`src/sv/ldm_pkg.sv`:
```
// Shared constants, codes and types of the LED module dot map.
package ldm_pkg;

    localparam int DOT_DEPTH = 1024;
    localparam int MAX_LINES = 32;
    localparam int AW        = $clog2(DOT_DEPTH);

    localparam int FULL_SPAN = 1024;
    localparam int BASE_MULT = 32;
    localparam int BASE_LOG  = $clog2(BASE_MULT);
    localparam int SW        = $clog2(BASE_LOG + 1);

    localparam logic [1:0] ACT_WRITE = 2'd0;
    localparam logic [1:0] ACT_MAP   = 2'd1;
    localparam logic [1:0] ACT_LINE  = 2'd2;
    localparam logic [1:0] ACT_SPARE = 2'd3;

    localparam logic [1:0] CFG_SCAN  = 2'd0;
    localparam logic [1:0] CFG_WIDTH = 2'd1;
    localparam logic [1:0] CFG_WRAP  = 2'd2;
    localparam logic [1:0] CFG_EMPTY = 2'd3;

    localparam int DIV_NW = 11;
    localparam int DIV_DW = 22;
    localparam int DIV_CW = $clog2(DIV_NW + 1);

    typedef struct packed {
        logic [7:0] row;
        logic [9:0] col;
    } t_dot;

    typedef struct packed {
        logic              start;
        logic [DIV_NW-1:0] num;
        logic [DIV_DW-1:0] den;
    } t_div_req;

    typedef struct packed {
        logic              busy;
        logic              done;
        logic [DIV_NW-1:0] quo;
        logic [DIV_DW-1:0] rem;
    } t_div_rsp;

endpackage

```
`src/sv/ldm_div.sv`:
```
// Restoring divider, one quotient bit per cycle.
module ldm_div (
    input  logic               i_clk,
    input  logic               i_rst_n,
    input  ldm_pkg::t_div_req  i_req,
    output ldm_pkg::t_div_rsp  o_rsp
);

    logic                        r_busy;
    logic                        r_done;
    logic [ldm_pkg::DIV_CW-1:0]  r_cnt;
    logic [ldm_pkg::DIV_NW-1:0]  r_num;
    logic [ldm_pkg::DIV_DW-1:0]  r_den;
    logic [ldm_pkg::DIV_DW-1:0]  r_rem;
    logic [ldm_pkg::DIV_NW-1:0]  r_quo;
    logic [ldm_pkg::DIV_DW:0]    w_trial;
    logic [ldm_pkg::DIV_DW:0]    w_diff;
    logic                        w_ge;

    always_comb begin
        w_trial = {r_rem, r_num[ldm_pkg::DIV_NW-1]};
        w_ge    = w_trial >= {1'b0, r_den};
        w_diff  = w_trial - {1'b0, r_den};
    end

    always_ff @(posedge i_clk) begin
        if (!i_rst_n) begin
            r_busy <= 1'b0;
            r_done <= 1'b0;
            r_cnt  <= '0;
        end else begin
            r_done <= 1'b0;
            if (i_req.start) begin
                r_busy <= 1'b1;
                r_cnt  <= '0;
            end else if (r_busy) begin
                r_cnt <= r_cnt + 1'b1;
                if (r_cnt == ldm_pkg::DIV_CW'(ldm_pkg::DIV_NW - 1)) begin
                    r_busy <= 1'b0;
                    r_done <= 1'b1;
                end
            end
        end
    end

    always_ff @(posedge i_clk) begin
        if (i_req.start) begin
            r_num <= i_req.num;
            r_den <= i_req.den;
            r_rem <= '0;
            r_quo <= '0;
        end else if (r_busy) begin
            r_rem <= w_ge ? w_diff[ldm_pkg::DIV_DW-1:0] : w_trial[ldm_pkg::DIV_DW-1:0];
            r_quo <= {r_quo[ldm_pkg::DIV_NW-2:0], w_ge};
            r_num <= {r_num[ldm_pkg::DIV_NW-2:0], 1'b0};
        end
    end

    assign o_rsp.busy = r_busy;
    assign o_rsp.done = r_done;
    assign o_rsp.quo  = r_quo;
    assign o_rsp.rem  = r_rem;

endmodule

```
`config.mk`:
```
export PLATFORM = sky130hd
export DESIGN_NAME = ldm_div
export DESIGN_NICKNAME = d
export VERILOG_FILES = /design/src/sv/ldm_pkg.sv /design/src/sv/ldm_div.sv
export SDC_FILE = /design/constraint.sdc
export NUM_CORES = 1
export LEC_CHECK = 0
export ABC_AREA = 1
export BUFFER_PORTS_ARGS = -buffer_cell sky130_fd_sc_hd__buf_2
export CORE_ASPECT_RATIO = 1.5
export CORE_MARGIN = 4
export CORE_UTILIZATION = 40
export DETAILED_ROUTE_END_ITERATION = 10
export PLACE_DENSITY_LB_ADDON = 0.3
export SYNTH_ARGS = -nofsm -noshare
export SYNTH_HDL_FRONTEND = slang
export SYNTH_SLANG_ARGS = --single-unit
```
`constraint.sdc`:
```
create_clock -name i_clk -period 2.9 [get_ports i_clk]
set_clock_uncertainty 0.1 [all_clocks]
set_input_delay 0.29 -clock i_clk [delete_from_list [all_inputs] [get_ports i_clk]]
set_output_delay 0.29 -clock i_clk [all_outputs]
set_load 0.05 [all_outputs]
```
==> Yosys cells after proc, flatten, opt, wreduce, memory -nomap -nowiden <==
Index checks and enable logic that the tools add are counted.
{ "classes": {"add_sub_neg": 2, "multipliers": 0, "div": 0, "magnitude_cmp": 1, "eq_ne": 1, "n_shift": 0, "mux": 7, "n_bitwise": 2, "n_reduce_logical": 3} }
{ "ops": {"columns": ["operator", "n"], "rows": [
  ["23-bit by 22-bit greater-or-equal comparator with 1-bit output", 1],
  ["11-bit 2-to-1 mux", 2],
  ["22-bit 2-to-1 mux", 1],
  ["22-bit subtractor", 1],
  ["4-bit by 1-bit adder with 4-bit output, second input constant", 1],
  ["4-bit equality test, second input constant", 1],
  ["1-bit 2-to-1 mux", 4],
  ["3-bit OR reduction", 1],
  ["1-bit inverter", 2],
  ["2-bit nonzero test", 1],
  ["2-bit OR reduction", 1]
]} }
{ "totals": {"register_bits": 72, "latch_bits": 0, "ramBits": 0, "mem_bits_ro": 0, "input_bits": 36, "wordCells": 23, "mem_count": 0} }

==> Logic depth before layout (Yosys ltp) <==
{ "logic_depth": {"ltp_word": 4, "ltp_mapped": 16} }

==> Worst setup path before layout <==
No wires, ideal clock.
{ "synth_path": {"path_type": "register to register", "from": "register r_rem[17] (netlist name)", "to": "register r_rem[14] (netlist name)", "setup_ns": 0.114, "arrival_time_ns": 2.007, "required_ns": 2.686, "slack_ns": 0.679, "path_stages_with_launch": 13, "path_buffers": 1, "path_cell_list": "dfxtp_1 > ha_1 > nand2_2 > inv_1 > nand2_1 > nand2_2 > a21oi_4 > inv_1 > nor2_4 > buf_6 > nand3b_1 > nand3_1 > nand2_1"} }
{ "synth_between": {"elab_chain_len": 2} }
{ "synth_rtl": {"columns": ["item", "line_no", "text"], "rows": [
  ["start, declared", "ldm_div.sv:14", "logic [ldm_pkg::DIV_DW-1:0] r_rem;"],
  ["start signal, assigned", "ldm_div.sv:53", "r_rem <= w_ge ? w_diff[ldm_pkg::DIV_DW-1:0] : w_trial[ldm_pkg::DIV_DW-1:0];"],
  ["23-bit by 22-bit greater-or-equal comparator with 1-bit output", "ldm_div.sv:22", "w_ge = w_trial >= {1'b0, r_den};"],
  ["22-bit 2-to-1 mux", "ldm_div.sv:53", null]
]} }
Every way passes these cells.
A chain may end at the register's enable or synchronous reset.

==> Final worst setup path <==
{ "layout_path": {"from": "register r_den[2] (netlist name)", "to": "register r_rem[21] (netlist name)"} }
{ "layout_between": {"elab_chain_len": 2, "elab_cells_between_ends": 3, "cone_classes": "add/sub: 1; order compare: 1; mux: 1"} }
{ "layout_rtl": {"columns": ["item", "line_no", "text"], "rows": [
  ["start, declared", "ldm_div.sv:13", "logic [ldm_pkg::DIV_DW-1:0] r_den;"],
  ["start signal, assigned", "ldm_div.sv:49", "r_den <= i_req.den;"],
  ["22-bit subtractor / 23-bit by 22-bit greater-or-equal comparator with 1-bit output (equally long branches)", "ldm_div.sv:23, ldm_div.sv:22", null],
  ["22-bit 2-to-1 mux *", "ldm_div.sv:53", null]
]} }
Mark *: on every way between the ends. The rest lies on a longest branch, timed or not.

==> flow_metrics.tcl <==
set metrics [dict create \
    hp-class "in2reg" \
    clkTransAtPathRegs_ns 0.06 \
    drt_iter0_drc 190 \
    drv_cap 0 \
    ant_nets 0 \
    core_um2 10710 \
    antenna_found_initial 0 \
    switchingPower_uw 616.4 \
    crit_buf_inv 2 \
    cts_tree "yes" \
    whs_path_depth 1 \
    cpLargestDelayFamily "simple AND/OR/NAND/NOR gates" \
    worstPathRequired_ns 3.03 \
    worst_slew_pin_slew_ns 0.5384 \
    num-nets-final 765 \
    drive_gt1_frac 0.1523 \
    vias 4008 \
    fin_setup_tns_ns 0 \
    cts_buffers 9 \
    num_antenna_cells 0 \
    synth_cell_types 33 \
    yosysWarnings 0 \
    critPathArrivalTime_ns 2.47 \
    first_global_vias 4069 \
    syn_area_per_cell_um2 7.011 \
    cts_resized 0 \
    power_switching_share 0.2510 \
    setup_violations 0 \
    worstHoldEndpoint "r_den[19]" \
    status "finished clean" \
    worstReg2RegEnd "r_rem[21]" \
    clock-sinks 72 \
    die_w_um 93.87 \
    dpl.hpwl_um 8327 \
    grt_usage 0.1801 \
    io_buffers 70 \
    ys_ff_latch 72 \
    path_class "reg2reg" \
    clock_power_share 0.435 \
    cp_slowest_cell "edfxtp_1" \
    num-fill-cells 1144 \
    hold_start "i_req[19]" \
    p_int_uw 1839 \
    cellPowerDensity_nw_per_um2 472.7 \
    netlist_area_um2 4424 \
    die-height_um 136.8 \
    grt_max_degree 27 \
    p_comb_frac 0.105 \
    clockBufferDepth 2 \
    critPathLaunchType "register" \
    rows 46 \
    worstSkewPairLatency_ns 0.33 \
    rsz0062_at_grt "no" \
    endpoint_kind "register" \
    hold_violations 0 \
    wl_per_cell_um 12.58 \
    leakagePower_uw 0.002854 \
    r2r_slack_ns 0.55 \
    p_total_uw 2456 \
    fmax_mhz 426.2 \
    fin_crit_ns 2.346 \
    cpPeakStageDelay_ns 0.36 \
    drv_slew 0 \
    seq_power_share 0.459 \
    utilization 0.4853 \
    post-cts-setup-buffers 0 \
    drc_errors 0 \
    worst_r2r_startpoint "r_den[2]" \
    cts_root_buffer "clkbuf_16" \
    syn_inst 631 \
    h-tree-depth 3 \
    period_share 0.8091 \
    die-area_um2 12840 \
    relSlewSlack 0.6407 \
    drt-pass1-iter-count 4 \
    via_per_inst 4.699 \
    synth.net_count 692 \
    hold_buffers 0 \
    area_delta_synth_final_pct 17.42 \
    grt_pass1_wl_um 18370 \
    reg2reg_depth 14 \
    top_level_ports 71 \
    finalWirelength_um 10730 \
    crit_chain "inv_1 -> ha_1 -> nand2_1 -> nand2_1 -> inv_1 -> nand2_2 -> nand2_1 -> nand2_2 -> nand2_1 -> nand4_4 -> nand2_1 -> nand2_1 -> nand2_1 -> nand2_1" \
    gp_congestion 0.9088 \
    crit_path_frequent_cell "nand2_1" \
    synth_seq_area_share 0.4005 \
    start_util 0.4133 \
    peakVddDrop_mv 0.3849 \
    path_max_fanout 26 \
    overflow 0 \
]
state kept, by name (all words and copies together), names as in the netlist:
name    cells
r_den      22
r_rem      22
r_num      11
r_quo      11
r_cnt       4
r_busy      1
r_done      1
cells in the mapped netlist:
| library cell | instances | share of area |
|---|---|---|
| nand2_1 | 256 | 0.22 |
| and2_1 | 1 | 0.0014 |
| a21oi_4 | 1 | 0.0037 |
| buf_6 | 4 | 0.010 |
| nand2_2 | 8 | 0.011 |
| clkinv_1 | 1 | 0.00085 |
| nand2_4 | 1 | 0.0025 |
| o211a_1 | 1 | 0.0023 |
| o21ai_0 | 5 | 0.0057 |
| nor2_2 | 5 | 0.0071 |
| ha_1 | 24 | 0.068 |
| buf_4 | 2 | 0.0034 |
| buf_2 | 2 | 0.0023 |
| a211oi_1 | 1 | 0.0017 |
| a21oi_1 | 18 | 0.020 |
| edfxtp_1 | 33 | 0.22 |
| o22ai_1 | 9 | 0.013 |
| o21ai_1 | 3 | 0.0034 |
| o21bai_1 | 2 | 0.0034 |
| dfxtp_1 | 39 | 0.18 |
| nand4_1 | 3 | 0.0042 |
| nor3_1 | 6 | 0.0068 |
| xor2_1 | 8 | 0.016 |
| nand3b_1 | 4 | 0.0068 |
| nand4_4 | 1 | 0.0048 |
| clkbuf_1 | 5 | 0.0042 |
| nor2_1 | 30 | 0.025 |
| inv_1 | 109 | 0.092 |
| nor2_4 | 1 | 0.0025 |
| fa_1 | 1 | 0.0045 |
| nand3_1 | 44 | 0.050 |
| inv_2 | 1 | 0.00085 |
| xnor2_1 | 2 | 0.0040 |
logic make-up after synthesis:
group | Yosys count | synth area share
and+or+nand+nor | 360 | 0.3399
buffers and inverters | 124 | 0.1143
AOI/OAI and AO/OA | 40 | 0.05317
adders and majority gates | 25 | 0.07240
xor gates and xnor gates | 10 | 0.01980
DFF | 72 | 0.4005
placed cells by master, fill, tap and decap left out, types with 3 or more instances in the layout:
cell / count
a21oi_1: 18
buf_2: 70
buf_4: 5
clkbuf_16: 10
dfxtp_1: 39
edfxtp_1: 33
ha_1: 24
inv_1: 109
nand2_1: 256
nand2_2: 8
nand3_1: 44
nand3b_1: 4
nand4_1: 3
nor2_1: 30
nor2_2: 5
nor3_1: 6
o21ai_0: 5
o21ai_1: 3
o22ai_1: 9
xor2_1: 8
per-layer routing:
layer | global-route usage | up-vias | wire length [um]
met5 | 0 | - | 0
met1 | 0.1902 | 1809 | 4382
met4 | 0.07470 | 0 | 263
li1 | - | 2102 | -
met3 | 0.04125 | 20 | 463
met2 | 0.3374 | 77 | 5625
through the flow:
step           cells  hold slack, ns  setup slack, ns  area [um2]
2_1_floorplan    631          0.2889           0.6792        4424
3_5_place_dp     837          0.3644           0.5218        4903
6_report         853         0.03306           0.5537        5195
4_1_cts          853         0.02246           0.5053        5195
5_1_grt          853         0.01995           0.2173        5195
3_3_place_gp     837          0.3420           0.5345        4903
worst max path at each step:
| stage | from | endpoint | slack, ns | depth (start not counted) |
|---|---|---|---|---|
| 2_1_floorplan | r_rem[17] | r_rem[14] | 0.68 | 12 |
| 3_3_place_gp | r_rem[1] | r_rem[19] | 0.53 | 13 |
| 3_5_place_dp | r_den[2] | r_rem[19] | 0.52 | 14 |
| 4_1_cts | r_den[2] | r_rem[19] | 0.51 | 14 |
| 5_1_grt | r_rem[1] | r_rem[18] | 0.22 | 13 |
| 6_report | r_den[2] | r_rem[21] | 0.55 | 14 |
layout make-up:
class | count | area (um2) | area share
clock buffers | 11 | 254.0 | 0.04889
clock inverters | 5 | 37.54 | 0.007225
inverters | 111 | 416.7 | 0.08020
multi-input cells | 435 | 2147 | 0.4133
flip-flops and latches | 72 | 1772 | 0.3410
well taps | 144 | 180.2 | 0.03468
repair buffers | 75 | 387.9 | 0.07466
power by group through the flow:
| stage | Combinational, uW | Clock [uW] | Sequential, uW |
|---|---|---|---|
| final | 259 | 1070 | 1130 |
| after global routing | 296 | 1150 | 1130 |
| after CTS | 262 | 1100 | 1130 |
| after detailed placement | 261 | 0 | 1150 |
| after global placement | 258 | 0 | 1150 |
| after floorplan | 174 | 0 | 1150 |
worst reg2reg max path, cell delays in order (launching register included):
cell	delay, ns
edfxtp_1	0.36
inv_1	0.08
ha_1	0.29
nand2_1	0.09
nand2_1	0.06
inv_1	0.06
nand2_2	0.08
nand2_1	0.09
nand2_2	0.10
nand2_1	0.12
nand4_4	0.36
nand2_1	0.28
nand2_1	0.08
nand2_1	0.07
nand2_1	0.04
Power figures use the tool's default switching activity.
